===== src/rtl/cws_pkg.sv =====
package cws_pkg;

  localparam int PixW          = 8;
  localparam int ProdW         = 2 * PixW;
  localparam int RemW          = ProdW + 1;
  localparam int DivW          = PixW + 1;
  localparam int QuotW         = PixW;
  localparam int BitsPerStage  = 2;
  localparam int DivStages     = QuotW / BitsPerStage;
  localparam int CfgIdxW       = 2;

  typedef enum logic [CfgIdxW-1:0] {
    REG_WINDOW_LOW  = 2'd0,
    REG_WINDOW_HIGH = 2'd1,
    REG_OUTPUT_LOW  = 2'd2,
    REG_OUTPUT_HIGH = 2'd3
  } reg_idx_e;

  // per-pixel info that rides alongside the divider
  typedef struct packed {
    logic            last;
    logic            bypass;
    logic [PixW-1:0] bypass_val;
    logic [PixW-1:0] out_low;
    logic            neg;
  } side_t;

endpackage


===== src/rtl/cws_div.sv =====
module cws_div (
  input  logic                       clk_i,
  input  logic                       rst_ni,
  input  logic                       valid_i,
  input  logic [cws_pkg::RemW-1:0]   dividend_i,
  input  logic [cws_pkg::DivW-1:0]   divisor_i,
  input  cws_pkg::side_t             side_i,
  output logic                       valid_o,
  output logic [cws_pkg::QuotW-1:0]  quot_o,
  output cws_pkg::side_t             side_o
);

  localparam int Stages = cws_pkg::DivStages;
  localparam int RemW   = cws_pkg::RemW;
  localparam int DivW   = cws_pkg::DivW;
  localparam int QuotW  = cws_pkg::QuotW;
  localparam int Bps    = cws_pkg::BitsPerStage;

  logic [Stages-1:0] vld_q;
  logic [RemW-1:0]   rem_q  [Stages];
  logic [DivW-1:0]   dvs_q  [Stages];
  logic [QuotW-1:0]  quot_q [Stages];
  cws_pkg::side_t    side_q [Stages];

  // restoring division, two quotient bits per stage, MSB first
  for (genvar s = 0; s < Stages; s++) begin : g_stage
    logic              vld_in;
    logic [RemW-1:0]   rem_in;
    logic [DivW-1:0]   dvs_in;
    logic [QuotW-1:0]  quot_in;
    cws_pkg::side_t    side_in;
    logic [RemW-1:0]   rem_d;
    logic [QuotW-1:0]  quot_d;

    if (s == 0) begin : g_first
      assign vld_in  = valid_i;
      assign rem_in  = dividend_i;
      assign dvs_in  = divisor_i;
      assign quot_in = '0;
      assign side_in = side_i;
    end else begin : g_next
      assign vld_in  = vld_q[s-1];
      assign rem_in  = rem_q[s-1];
      assign dvs_in  = dvs_q[s-1];
      assign quot_in = quot_q[s-1];
      assign side_in = side_q[s-1];
    end

    always_comb begin
      logic [RemW-1:0] sh;
      rem_d  = rem_in;
      quot_d = quot_in;
      for (int j = 0; j < Bps; j++) begin
        sh = {{(RemW-DivW){1'b0}}, dvs_in} << (QuotW - 1 - s * Bps - j);
        if (rem_d >= sh) begin
          rem_d = rem_d - sh;
          quot_d[QuotW - 1 - s * Bps - j] = 1'b1;
        end
      end
    end

    always_ff @(posedge clk_i or negedge rst_ni) begin
      if (!rst_ni) begin
        vld_q[s] <= 1'b0;
      end else begin
        vld_q[s] <= vld_in;
      end
    end

    always_ff @(posedge clk_i) begin
      rem_q[s]  <= rem_d;
      dvs_q[s]  <= dvs_in;
      quot_q[s] <= quot_d;
      side_q[s] <= side_in;
    end
  end

  assign valid_o = vld_q[Stages-1];
  assign quot_o  = quot_q[Stages-1];
  assign side_o  = side_q[Stages-1];

endmodule


===== src/rtl/contrast_window_stretch_top.sv =====
// Window/level contrast stretch, one 8-bit grey pixel per clock. A pixel is
// taken on every edge with start high; busy stays low, so the stream never
// waits. Each result shows on pixel_out_o/last_out_o for one cycle with
// out_valid_o high, in input order; the receiver cannot stall and must take
// it then. A pixel passes through three front stages (window compare, 8x8
// multiply, rounding offset), a four-stage restoring divider giving two
// quotient bits per stage, and the output register. The config port is
// always ready; a register write applies to pixels taken after it and should
// be made with the pipeline empty.
module contrast_window_stretch_top (
  input  logic                          clk_i,
  input  logic                          rst_ni,
  input  logic                          start,
  output logic                          busy,
  input  logic [cws_pkg::PixW-1:0]      pixel_in_i,
  input  logic                          last_in_i,
  output logic                          out_valid_o,
  output logic [cws_pkg::PixW-1:0]      pixel_out_o,
  output logic                          last_out_o,
  input  logic                          cfg_valid_i,
  output logic                          cfg_ready_o,
  input  logic [cws_pkg::CfgIdxW-1:0]   cfg_index_i,
  input  logic [cws_pkg::PixW-1:0]      cfg_data_i
);

  localparam int PixW  = cws_pkg::PixW;
  localparam int ProdW = cws_pkg::ProdW;
  localparam int RemW  = cws_pkg::RemW;
  localparam int DivW  = cws_pkg::DivW;
  localparam int QuotW = cws_pkg::QuotW;

  assign busy        = 1'b0;
  assign cfg_ready_o = 1'b1;

  // config registers
  logic [PixW-1:0] win_lo_q, win_hi_q, out_lo_q, out_hi_q;

  always_ff @(posedge clk_i or negedge rst_ni) begin
    if (!rst_ni) begin
      win_lo_q <= '0;
      win_hi_q <= '1;
      out_lo_q <= '0;
      out_hi_q <= '1;
    end else if (cfg_valid_i && cfg_ready_o) begin
      case (cws_pkg::reg_idx_e'(cfg_index_i))
        cws_pkg::REG_WINDOW_LOW:  win_lo_q <= cfg_data_i;
        cws_pkg::REG_WINDOW_HIGH: win_hi_q <= cfg_data_i;
        cws_pkg::REG_OUTPUT_LOW:  out_lo_q <= cfg_data_i;
        cws_pkg::REG_OUTPUT_HIGH: out_hi_q <= cfg_data_i;
        default: ;
      endcase
    end
  end

  // stage 1: window compare, offsets
  logic            below, above, in_fire;
  cws_pkg::side_t  s1_side_d;
  logic [PixW-1:0] s1_diff_d, s1_mag_d, s1_span_d;

  assign in_fire = start && !busy;
  assign below   = (pixel_in_i <= win_lo_q);
  assign above   = (pixel_in_i >= win_hi_q);

  always_comb begin
    s1_side_d.last       = last_in_i;
    s1_side_d.bypass     = below || above;
    s1_side_d.bypass_val = below ? out_lo_q : out_hi_q;
    s1_side_d.out_low    = out_lo_q;
    s1_side_d.neg        = (out_hi_q < out_lo_q);
    s1_mag_d  = s1_side_d.neg ? (out_lo_q - out_hi_q) : (out_hi_q - out_lo_q);
    s1_diff_d = pixel_in_i - win_lo_q;
    s1_span_d = win_hi_q - win_lo_q;
  end

  logic            s1_vld_q, s2_vld_q, s3_vld_q;
  cws_pkg::side_t  s1_side_q, s2_side_q, s3_side_q;
  logic [PixW-1:0] s1_diff_q, s1_mag_q, s1_span_q, s2_span_q;
  logic [ProdW-1:0] s2_prod_q;
  logic [RemW-1:0] s3_dvd_q;
  logic [DivW-1:0] s3_dvs_q;

  always_ff @(posedge clk_i or negedge rst_ni) begin
    if (!rst_ni) begin
      s1_vld_q <= 1'b0;
      s2_vld_q <= 1'b0;
      s3_vld_q <= 1'b0;
    end else begin
      s1_vld_q <= in_fire;
      s2_vld_q <= s1_vld_q;
      s3_vld_q <= s2_vld_q;
    end
  end

  always_ff @(posedge clk_i) begin
    s1_side_q <= s1_side_d;
    s1_diff_q <= s1_diff_d;
    s1_mag_q  <= s1_mag_d;
    s1_span_q <= s1_span_d;
    // stage 2: product
    s2_side_q <= s1_side_q;
    s2_prod_q <= s1_diff_q * s1_mag_q;
    s2_span_q <= s1_span_q;
    // stage 3: rounded dividend 2*num + span over 2*span
    s3_side_q <= s2_side_q;
    s3_dvd_q  <= {s2_prod_q, 1'b0} + {{(RemW-PixW){1'b0}}, s2_span_q};
    s3_dvs_q  <= {s2_span_q, 1'b0};
  end

  logic            dv_vld;
  logic [QuotW-1:0] dv_quot;
  cws_pkg::side_t  dv_side;

  cws_div u_div (
    .clk_i      (clk_i),
    .rst_ni     (rst_ni),
    .valid_i    (s3_vld_q),
    .dividend_i (s3_dvd_q),
    .divisor_i  (s3_dvs_q),
    .side_i     (s3_side_q),
    .valid_o    (dv_vld),
    .quot_o     (dv_quot),
    .side_o     (dv_side)
  );

  // output stage
  logic            out_vld_q, last_q;
  logic [PixW-1:0] pix_d, pix_q;

  always_comb begin
    if (dv_side.bypass) begin
      pix_d = dv_side.bypass_val;
    end else if (dv_side.neg) begin
      pix_d = dv_side.out_low - dv_quot;
    end else begin
      pix_d = dv_side.out_low + dv_quot;
    end
  end

  always_ff @(posedge clk_i or negedge rst_ni) begin
    if (!rst_ni) begin
      out_vld_q <= 1'b0;
    end else begin
      out_vld_q <= dv_vld;
    end
  end

  always_ff @(posedge clk_i) begin
    pix_q  <= pix_d;
    last_q <= dv_side.last;
  end

  assign out_valid_o = out_vld_q;
  assign pixel_out_o = pix_q;
  assign last_out_o  = last_q;

endmodule


===== config.mk =====
export PLATFORM = sky130hd
export DESIGN_NAME = contrast_window_stretch_top
export DESIGN_NICKNAME = d
export VERILOG_FILES = /design/src/rtl/cws_pkg.sv /design/src/rtl/cws_div.sv /design/src/rtl/contrast_window_stretch_top.sv
export SDC_FILE = /design/constraint.sdc
export NUM_CORES = 1
export LEC_CHECK = 0
export BUFFER_PORTS_ARGS = -buffer_cell sky130_fd_sc_hd__buf_2
export CAP_MARGIN = 10
export CELL_PAD_IN_SITES_DETAIL_PLACEMENT = 1
export CELL_PAD_IN_SITES_GLOBAL_PLACEMENT = 1
export CORE_MARGIN = 2
export CORE_UTILIZATION = 49
export CTS_BUF_LIST = sky130_fd_sc_hd__clkbuf_8
export CTS_CLUSTER_DIAMETER = 120
export CTS_CLUSTER_SIZE = 12
export DETAILED_ROUTE_END_ITERATION = 10
export GPL_TIMING_DRIVEN = 0
export PLACE_DENSITY_LB_ADDON = 0.25
export SLEW_MARGIN = 20
export SYNTH_ARGS = -nofsm -noshare
export SYNTH_HDL_FRONTEND = slang
export SYNTH_SLANG_ARGS = --single-unit

===== constraint.sdc =====
create_clock -name clk_i -period 12.2 [get_ports clk_i]
set_clock_uncertainty 0.1 [all_clocks]
set_input_delay 1.22 -clock clk_i [delete_from_list [all_inputs] [get_ports clk_i]]
set_output_delay 1.22 -clock clk_i [all_outputs]
set_load 0.05 [all_outputs]

After elaboration in Yosys (flattened, before gate mapping)

Memories as Yosys holds them, arrays and structs flattened.
Cells that the tools add are included.
W data, S select, Z words.

$add $sub $neg: 15
Multipliers: 1
Divide/modulo/power cells: 0
Order comparisons: 11
Eq/ne operators: 3
Shifts and indexed selects: 0
Mux-type cells: 20
Bitwise operators: 0
Reduce and logical (&&, ||, !) cells: 6

Operators by type and width:

| cell             | number |
|---|---|
| $mux W17         | 8 |
| $sub A8 B8 Y8    | 5 |
| $mux W8          | 4 |
| $add A17 B8 Y17  | 1 |
| $ge A17 B10 Y1   | 1 |
| $ge A17 B11 Y1   | 1 |
| $ge A17 B12 Y1   | 1 |
| $ge A17 B13 Y1   | 1 |
| $ge A17 B14 Y1   | 1 |
| $ge A17 B15 Y1   | 1 |
| $ge A17 B16 Y1   | 1 |
| $ge A17 B9 Y1    | 1 |
| $sub A17 B10 Y17 | 1 |
| $sub A17 B11 Y17 | 1 |
| $sub A17 B12 Y17 | 1 |
| $sub A17 B13 Y17 | 1 |
| $sub A17 B14 Y17 | 1 |
| $sub A17 B15 Y17 | 1 |
| $sub A17 B16 Y17 | 1 |
| $sub A17 B9 Y17  | 1 |
| $mul A8 B8 Y16   | 1 |
| $add A8 B8 Y8    | 1 |
| $ge A8 B8 Y1     | 1 |
| $le A8 B8 Y1     | 1 |
| other kinds (7)  | 18 |

Register bits after elaboration: 179
Latch bits: 0
Memory bits (writable): 212
Memory bits (read-only): 0
Output and inout port bits: 12
Memories kept: 4

Memory list:

| memory       | depth | bits a word | read ports | clocked after memory_dff | wr ports | RTL line      | source |
|---|---|---|---|---|---|---|---|
| u_div.side_q | 4     | 19          | 4          | 0                        | 4        | cws_div.sv:23 | `cws_pkg::side_t side_q [Stages];` |
| u_div.rem_q  | 4     | 17          | 3          | 0                        | 4        | cws_div.sv:20 | `logic [RemW-1:0] rem_q [Stages];` |
| u_div.dvs_q  | 4     | 9           | 3          | 0                        | 4        | cws_div.sv:21 | `logic [DivW-1:0] dvs_q [Stages];` |
| u_div.quot_q | 4     | 8           | 4          | 0                        | 4        | cws_div.sv:22 | `logic [QuotW-1:0] quot_q [Stages];` |

Logic depth before layout (Yosys ltp)

Gate-level depths: netlist (run 1).
An unclocked memory read counts as a cell.

Word-level depth: 5
Mapped depth: 20

Cells and area by module

From an unflattened synthesis (run 1), not the netlist that was laid out.

Cells, all modules: 1671
Area total of the unflattened synthesis: 17251.5 µm²

By module, submodules not included:

| module                      | times used | cells an instance | area an instance (µm²) |
|---|---|---|---|
| contrast_window_stretch_top | 1          | 857               | 9048.7 |
| cws_div                     | 1          | 814               | 8202.9 |

Worst setup path before layout (run 1)

Ideal clock, no wire load.

Kind: flip-flop to flip-flop
From: mem u_div.dvs_q[1][2] in the netlist's numbering
To: mem u_div.rem_q[2][10] in the netlist's numbering
Data arrival time: 4160 ps
Required time: 11979 ps
Setup slack: 7819 ps
Cell stages (with the launch flop): 20
Clock period less this slack: 4381 ps
Path through: dfxtp_1 -> inv_1 -> ha_1 -> nor2b_1 -> o31ai_2 -> a211o_1 -> and2_0 -> buf_2 -> clkinv_1 -> o21ai_0 -> fa_1 -> nor2b_1 -> o21ai_0 -> nand2b_1 -> nor2b_1 -> a211o_1 -> or2_1 -> nor4_4 -> inv_4 -> mux2_4

RTL lines:

| what        | RTL line |
|---|---|
| from (decl) | cws_div.sv:21 |
| to (decl)   | cws_div.sv:20 |

==> impl_metrics.ini, run 1 <==
[status]
status = completed

[finish]
syn_to_final_growth_pct = 7.85
fin_util_pct = 54.0
nets = 1821
drive_gt1_share_pct = 10.1

[clock_network]
clkSlewWorstSetupHoldPaths_ps = 80
cts_buffer_depth = 3
clkLatencyLatePin_ps = 570
postCtsSetupBuffers = 0
ctsHoldBuffers = 0
clock-root-buffer = clkbuf_8
ctsResizeCount = 0
numCtsBuffers = 34
htreeDepth = 2
clock-sinks = 346
cts_tree = built

[setup_path]
worstPathCellList = inv_1, ha_1, nor2b_1, o31ai_2, a211o_1, and2_0, buf_2, clkinv_1, o21ai_0, fa_1, nor2b_1, o21ai_0, nand2b_1, nor2b_1, a211o_1, or2_1, nor4_4, inv_4, mux2_4
criticalPathCategory = reg2reg
crit_slowest_cell = o21ai_0
start_kind = flop
required_ps = 12530
crit_arrival_ps = 5720
worstPathMaxFanout = 10
timing.critical_path.mode_cell = nor2b_1
endpoint_kind = flop
critPathMaxStageDelay_ps = 510

[routing]
drc_errors = 0
drt_pass1_iterations = 4
drt-initial-drc-count = 452
ant_nets = 0
wl_microns = 33400
viasPerCell = 5.22
vias = 10700
avgRoutedWirePerCell_microns = 16.4

[placed_design]
port_buffers = 32
hpwl_microns = 26600
place_ws_ps = 6750
finalWeightedCongestion = 0.834

[timing]
fmax_mhz = 186
rsz0062_at_grt = no
setup_viol = 0
tightest_slew_ps = 1000
final_hold_viol_count = 0
fin_crit_sh_pct = 44.2
fin_tns_setup_ps = 0
fin_ws_ps = 6810
relSlewSlack_pct = 32.9
whs_ps = 214
fin_crit_ps = 5390
finalMaxSlewViolations = 0

[die]
die_area_sq_um = 33900
die_width_microns = 184
dieHeight_microns = 184
initial_utilization_pct = 50.0
io_pins = 35
core_area_sq_um = 31800
num_rows = 65

[synthesis]
synth_top_area_share_pct = 38.5
syn-num-nets = 1753
synth.distinct_cells = 73
synth.largest_area_cell = dfxtp_1
ys_warn_count = 0
synth_edf_count = 0
synth_seq_cells = 346
avgSynthCellArea_sq_um = 10.4
synth.most_common_cell = dfxtp_1
synth-seq-area-share_pct = 44.9
synth_cells = 1529
ys.flop_type = dfxtp_1
syn-cell-area_sq_um = 15900
synthTopCellsByArea = dfxtp_1, ha_1, fa_1, inv_1, dfrtp_1
async_reset_ff_share_pct = 11.6
synth_common_cells = dfxtp_1, inv_1, ha_1

[grt]
grt_pass1_wl_microns = 56800
grt_usage_pct = 20.8
antenna_found_initial = 0
first_global_vias = 11600
grt_max_degree = 41
grt_overflow = 0

[flow_run]
cap_violations = 0

[hold_path]
hold_class = reg2reg
flip-flops by register name, indices dropped and copies added (netlist names), 16 cells and up:
name / count
s2_side_q: 19
s2_prod_q: 16
s3_dvd_q: 17
s1_side_q: 19
u_div.quot_q: 20
u_div.rem_q: 51
u_div.side_q: 76
s3_side_q: 19
u_div.dvs_q: 21
final cells by class:
type / instances / area [sq um]
diodes: 1 / 2.50
plain buffers: 17 / 75.1
clock buffers: 35 / 482
clock inverters: 10 / 61.3
fillers: 3516 / 14600
inverters: 175 / 659
multi-input cells: 991 / 8030
flip-flops and latches: 346 / 7150
well taps: 435 / 544
repair buffers: 32 / 160
logic make-up after synthesis:
logic type | after synthesis | synth area share [%]
mux | 80 | 5.63
compound gates | 264 | 10.3
simple gates | 353 | 11.4
flops | 346 | 44.9
fa+ha+maj | 201 | 18.1
other cells | 2 | 0.0472
buf+inv | 192 | 4.62
xor+xnor | 91 | 5.01
stage by stage:
step	cells	area [sq um]
2_1_floorplan	1529	15900
3_3_place_gp	1996	16600
3_5_place_dp	1996	16600
4_1_cts	2041	17200
5_1_grt	2041	17200
6_report	2042	17200
worst max-delay path: cells and delay by family (launching register included):
kind                       cells  cell delay, ps
buffers and inverters          4             730
AOI/OAI and AO/OA              5            1610
DFF                            1             410
muxes                          1             330
and+or+nand+nor                7            1450
adders and majority gates      2             640
cells in the final DEF (no fill, tap or decap), drive strengths merged, types with 15 or more instances in the layout:
cell    synthesis  layout
dfxtp         306     306
inv           174     182
ha            152     152
nand2          84      84
o21ai          81      81
nor2           74      74
a21oi          70      70
xnor2          64      64
mux2           58      58
and2           54      54
fa             49      49
clkbuf         10      45
buf             7      39
xor2           27      27
nor2b          26      26
dfrtp          24      24
a21o           23      23
nor3           23      23
mux2i          22      22
nand3          18      18
nand2b         17      17
dfstp          16      16
o21a           15      15
worst paths after layout:
| check | to | depth (start not counted) | slack [ps] | from |
|---|---|---|---|---|
| min in group asynchronous | s1_vld_q$_DFF_PN0_ | 1 | 660 | rst_ni |
| min reg2reg | u_div.side_q[0][1]$_DFF_P_ | 0 | 210 | s3_side_q[1]$_DFF_P_ |
| min | u_div.side_q[0][1]$_DFF_P_ | 0 | 210 | s3_side_q[1]$_DFF_P_ |
| max in group asynchronous | out_lo_q[0]$_DFFE_PN0P_ | 1 | 10770 | rst_ni |
| max reg2reg | u_div.rem_q[2][8]$_DFF_P_ | 19 | 6810 | u_div.dvs_q[1][2]$_DFF_P_ |
| max | u_div.rem_q[2][8]$_DFF_P_ | 19 | 6810 | u_div.dvs_q[1][2]$_DFF_P_ |
per-layer routing:
metal | vias up | global-route usage [%] | share of wire, %
met4 | 0 | 5.15 | 1.9
met3 | 43 | 2.59 | 2.7
met1 | 5238 | 25.0 | 44
met5 | - | 0 | 0
met2 | 114 | 39.3 | 51
li1 | 5259 | - | -
Power of run 1 is not shown: default switching activity piles up to over one toggle a cycle in this logic, so the estimate is an artifact.
==> run 2: changes to the inputs <==
==> constraint.sdc (replaced) <==
create_clock -name clk_i -period 5.3 [get_ports clk_i]
set_clock_uncertainty 0.1 [all_clocks]
set_input_delay 0.53 -clock clk_i [delete_from_list [all_inputs] [get_ports clk_i]]
set_output_delay 0.53 -clock clk_i [all_outputs]
set_load 0.05 [all_outputs]
==> impl_metrics.ini, run 2 (synthesized netlist as in run 1, its figures left out) <==
[status]
status = completed

[placed_design]
port_buffers = 32
placed_area_sq_um = 16600
hpwl_microns = 26600
dp_cells = 1996
finalWeightedCongestion = 0.834

[hold_path]
holdPathEnd = win_lo_q[4]$_DFFE_PN0P_
hold_class = in2reg
min_from = cfg_data_i[4]
min_path_cells = 3

[setup_path]
endpoint_kind = flop
start_kind = flop
r2r_cells = 21
criticalPathCategory = reg2reg
timing.critical_path.from = u_div.dvs_q[1][6]$_DFF_P_
rr_startpoint = u_div.dvs_q[1][6]$_DFF_P_
r2r_setup_slack_ps = 320
regToRegEndpoint = u_div.rem_q[2][8]$_DFF_P_
worstPathMaxFanout = 10
crit_arrival_ps = 5310
required_ps = 5630

[clock_network]
clkSlewWorstSetupHoldPaths_ps = 80
cts_tree = built
numCtsBuffers = 34
clkLatencyLatePin_ps = 570
htreeDepth = 2
clock-root-buffer = clkbuf_8
clock-sinks = 346
cts_buffer_depth = 3

[routing]
drt-initial-drc-count = 425
viasPerCell = 5.22
avgRoutedWirePerCell_microns = 16.4
ant_nets = 0
drt_pass1_iterations = 4
drc_errors = 0
wl_microns = 33500
vias = 10700

[timing]
finalMaxSlewViolations = 0
fin_crit_ps = 4980
fin_tns_setup_ps = 0
final_hold_viol_count = 0
fin_crit_sh_pct = 93.9
tightest_slew_ps = 993
setup_viol = 0
relSlewSlack_pct = 33.6
fmax_mhz = 201

[finish]
largestRegisters = u_div.side_q x76, u_div.rem_q x51, u_div.dvs_q x21
fin_cells = 2046
drive_gt1_share_pct = 10.4
final_common_cell = dfxtp_1
syn_to_final_growth_pct = 8.21
largest_reg_flops = 76
postLayoutCellArea_sq_um = 17200
nets = 1825
regMostFlops = u_div.side_q
layout_common_cells = dfxtp_1, inv_1, ha_1

[grt]
grt_pass1_wl_microns = 56800
grt_overflow = 0
grt_usage_pct = 20.8
first_global_vias = 11600
grt_max_degree = 41
antenna_found_initial = 0

[flow_run]
cap_violations = 0

[die]
io_pins = 35
num_rows = 65
die_width_microns = 184
core_area_sq_um = 31800
dieHeight_microns = 184
die_area_sq_um = 33900
initial_utilization_pct = 50.0
[run 2: how the worst max path moves through the flow]
stage                           endpoint
2_1_floorplan  u_div.rem_q[2][6]$_DFF_P_
3_3_place_gp   u_div.rem_q[2][9]$_DFF_P_
3_5_place_dp   u_div.rem_q[2][8]$_DFF_P_
4_1_cts        u_div.rem_q[2][8]$_DFF_P_
5_1_grt        u_div.rem_q[2][6]$_DFF_P_
6_report       u_div.rem_q[2][8]$_DFF_P_
[run 2: timing repair]
item | in CTS | in global routing
resized for setup | 2 | 7
endpoints found under the hold margin | 26 | 0
hold buffers | 3 | 0
setup buffers | 0 | 1
setup endpoints to repair | 14 | 25
pin swaps | 1 | 1
[run 2: final cells by class]
class	instances	area, sq um
diodes	1	2.50
plain buffers	17	78.8
clock buffers	35	482
clock inverters	10	61.3
fillers	3513	14600
inverters	175	663
multi-input cells	991	8040
flip-flops and latches	346	7150
well taps	435	544
repair buffers	36	198
[run 2: worst max-delay path, stage by stage, from the launching register on]
cell	delay [ps]
dfxtp_1	400
inv_1	90
ha_1	370
nand4b_1	160
o41ai_1	530
nor2_1	220
and2_0	200
buf_2	160
clkinvlp_4	170
nand2_1	70
o21ai_1	190
fa_1	290
nor2b_1	60
o21ai_0	160
nand2b_1	140
nor2b_1	160
a211o_1	290
or2_1	270
nor4_4	210
buf_4	200
inv_4	90
mux2_4	300
[run 2: through the flow]
step / worst slack, ps / utilization (%) / hold WS [ps]
after floorplan: 919 / - / 134
after global placement: 39.8 / 52.3 / 210
after detailed placement: -148 / 52.3 / 213
after CTS: 43.8 / 54.1 / 120
after global routing: -6.49 / 54.1 / 139
final: 321 / 54.2 / 149
[run 2: metal layers]
metal / GRT usage [%] / share of wire [%] / wire (microns) / vias up
li1: - / - / - / 5268
met4: 5.25 / 1.9 / 643 / 0
met2: 39.3 / 52 / 17300 / 109
met1: 25.0 / 44 / 14700 / 5262
met5: 0 / 0 / 0 / -
met3: 2.61 / 2.8 / 923 / 46
Power of run 2 is left out for the same reason.
==> run 3: changes to the inputs <==
--- a/config.mk
+++ b/config.mk
@@ -16,7 +16,7 @@
 export CTS_CLUSTER_SIZE = 12
 export DETAILED_ROUTE_END_ITERATION = 10
 export GPL_TIMING_DRIVEN = 0
-export PLACE_DENSITY_LB_ADDON = 0.25
+export PLACE_DENSITY_LB_ADDON = 0.1
 export SLEW_MARGIN = 20
 export SYNTH_ARGS = -nofsm -noshare
 export SYNTH_HDL_FRONTEND = slang
==> impl_metrics.ini, run 3 (synthesized netlist as in run 1, its figures left out) <==
[timing]
finalMaxSlewViolations = 0
final_hold_viol_count = 0
relSlewSlack_pct = 41.6
rsz0062_at_grt = no
setup_viol = 0
tightest_slew_ps = 876
fin_crit_ps = 4970
fmax_mhz = 201
fin_tns_setup_ps = 0
fin_crit_sh_pct = 93.7

[finish]
final_common_cell = dfxtp_1
final-seq-area_sq_um = 7150
nets = 1827
layout_common_cells = dfxtp_1, inv_1, ha_1
largest_reg_flops = 76
fillerInstances = 3520
drive_gt1_share_pct = 10.5
antenna_cells = 0
syn_to_final_growth_pct = 8.29
regMostFlops = u_div.side_q
multi_input_area_sq_um = 8040
largestRegisters = u_div.side_q x76, u_div.rem_q x51, u_div.dvs_q x21

[setup_path]
critPathCapture = u_div.rem_q[2][6]$_DFF_P_
timing.critical_path.from = u_div.dvs_q[1][2]$_DFF_P_
rr_startpoint = u_div.dvs_q[1][2]$_DFF_P_
endpoint_kind = flop
start_kind = flop
r2r_cells = 21
crit_arrival_ps = 5290
required_ps = 5620
criticalPathCategory = reg2reg
r2r_setup_slack_ps = 330
regToRegEndpoint = u_div.rem_q[2][6]$_DFF_P_
worstPathMaxFanout = 10

[clock_network]
numCtsBuffers = 34
clkSlewWorstSetupHoldPaths_ps = 80
clkLatencyLatePin_ps = 570
clock-sinks = 346
cts_buffer_depth = 3
htreeDepth = 2
clock-root-buffer = clkbuf_8
cts_tree = built

[die]
io_pins = 35
initial_utilization_pct = 50.0
die_width_microns = 184
die_area_sq_um = 33900
dieHeight_microns = 184
core_area_sq_um = 31800
num_rows = 65

[routing]
drt-initial-drc-count = 295
avgRoutedWirePerCell_microns = 16.1
viasPerCell = 5.14
vias = 10500
drc_errors = 0
drt_pass1_iterations = 4
wl_microns = 33000
ant_nets = 0

[grt]
grt_usage_pct = 20.5
grt_pass1_wl_microns = 56000
grt_max_degree = 41
grt_overflow = 0
antenna_found_initial = 0
first_global_vias = 11500

[flow_run]
cap_violations = 0

[hold_path]
hold_class = in2reg

[placed_design]
finalWeightedCongestion = 0.813
port_buffers = 32
hpwl_microns = 26300

[status]
status = completed
-- run 3: changes by cell type in the layout (fill, tap and decap cells not counted), sizes merged --
cell      delta
clkinvlp     -1
buf          +2
clkinv       +1
diode        -1
inv          +1
-- run 3: layout make-up --
| type | count | share of cell area, % |
|---|---|---|
| buffer | 17 | 0.465 |
| clock buffer | 35 | 2.80 |
| clock inverter | 11 | 0.378 |
| inverter | 175 | 3.83 |
| multi-input combinational | 991 | 46.7 |
| sequential | 346 | 41.5 |
| tap | 435 | 3.16 |
| timing repair buffer | 38 | 1.23 |
-- run 3: worst min-delay path by stage --
stage                                from                    endpoint  slack (ps)  cells past startpoint
CTS                         cfg_data_i[5]     win_lo_q[5]$_DFFE_PN0P_         110                      3
global placement    s2_side_q[16]$_DFF_P_       s3_side_q[16]$_DFF_P_         210                      0
global route                cfg_data_i[4]     win_lo_q[4]$_DFFE_PN0P_         140                      3
detailed placement   s3_side_q[2]$_DFF_P_  u_div.side_q[0][2]$_DFF_P_         210                      0
finish                      cfg_data_i[4]     win_lo_q[4]$_DFFE_PN0P_         130                      3
floorplan                          rst_ni     out_lo_q[0]$_DFFE_PN0P_         130                      0
-- run 3: per-layer routing --
layer | track usage [%] | share of wire [%] | up-vias
li1 | - | - | 5264
met1 | 24.7 | 45 | 5146
met2 | 38.6 | 51 | 83
met3 | 2.57 | 2.2 | 35
met4 | 4.70 | 1.8 | 0
met5 | 0 | 0 | -
-- run 3: worst max-delay path, cell delays in order (launching register included) --
cell      delay [ps]
dfxtp_1          390
inv_1            120
ha_1             300
nor2b_1          160
o31ai_2          370
a211o_1          310
and2_0           150
buf_2            160
clkinv_1         280
nand2_1          160
nand2_1           90
ha_1             340
nor2b_1          150
o21ai_0          170
nand2b_1         140
nor2b_1          160
a211o_1          290
or2_1            270
nor4_4           140
buf_4            200
inv_4             90
mux2_4           300
-- run 3: stage by stage --
stage,std cells,hold WS [ps],utilization [%],setup slack (ps),cell area (sq um)
finish,2048,132,54.2,334,17200
global route,2048,135,54.2,44.9,17200
CTS,2045,109,54.1,1.44,17200
detailed placement,1996,213,52.3,-141,16600
global placement,1996,210,52.3,20.8,16600
floorplan,1529,134,-,919,15900
-- run 3: timing repair --
action                     CTS  global route
setup endpoints to repair    6            33
gates resized for setup      1             9
pin swaps                    0             1
hold endpoints to repair    26             0
setup buffers                0             3
hold buffers                 3             0
Power of run 3 is left out for the same reason.
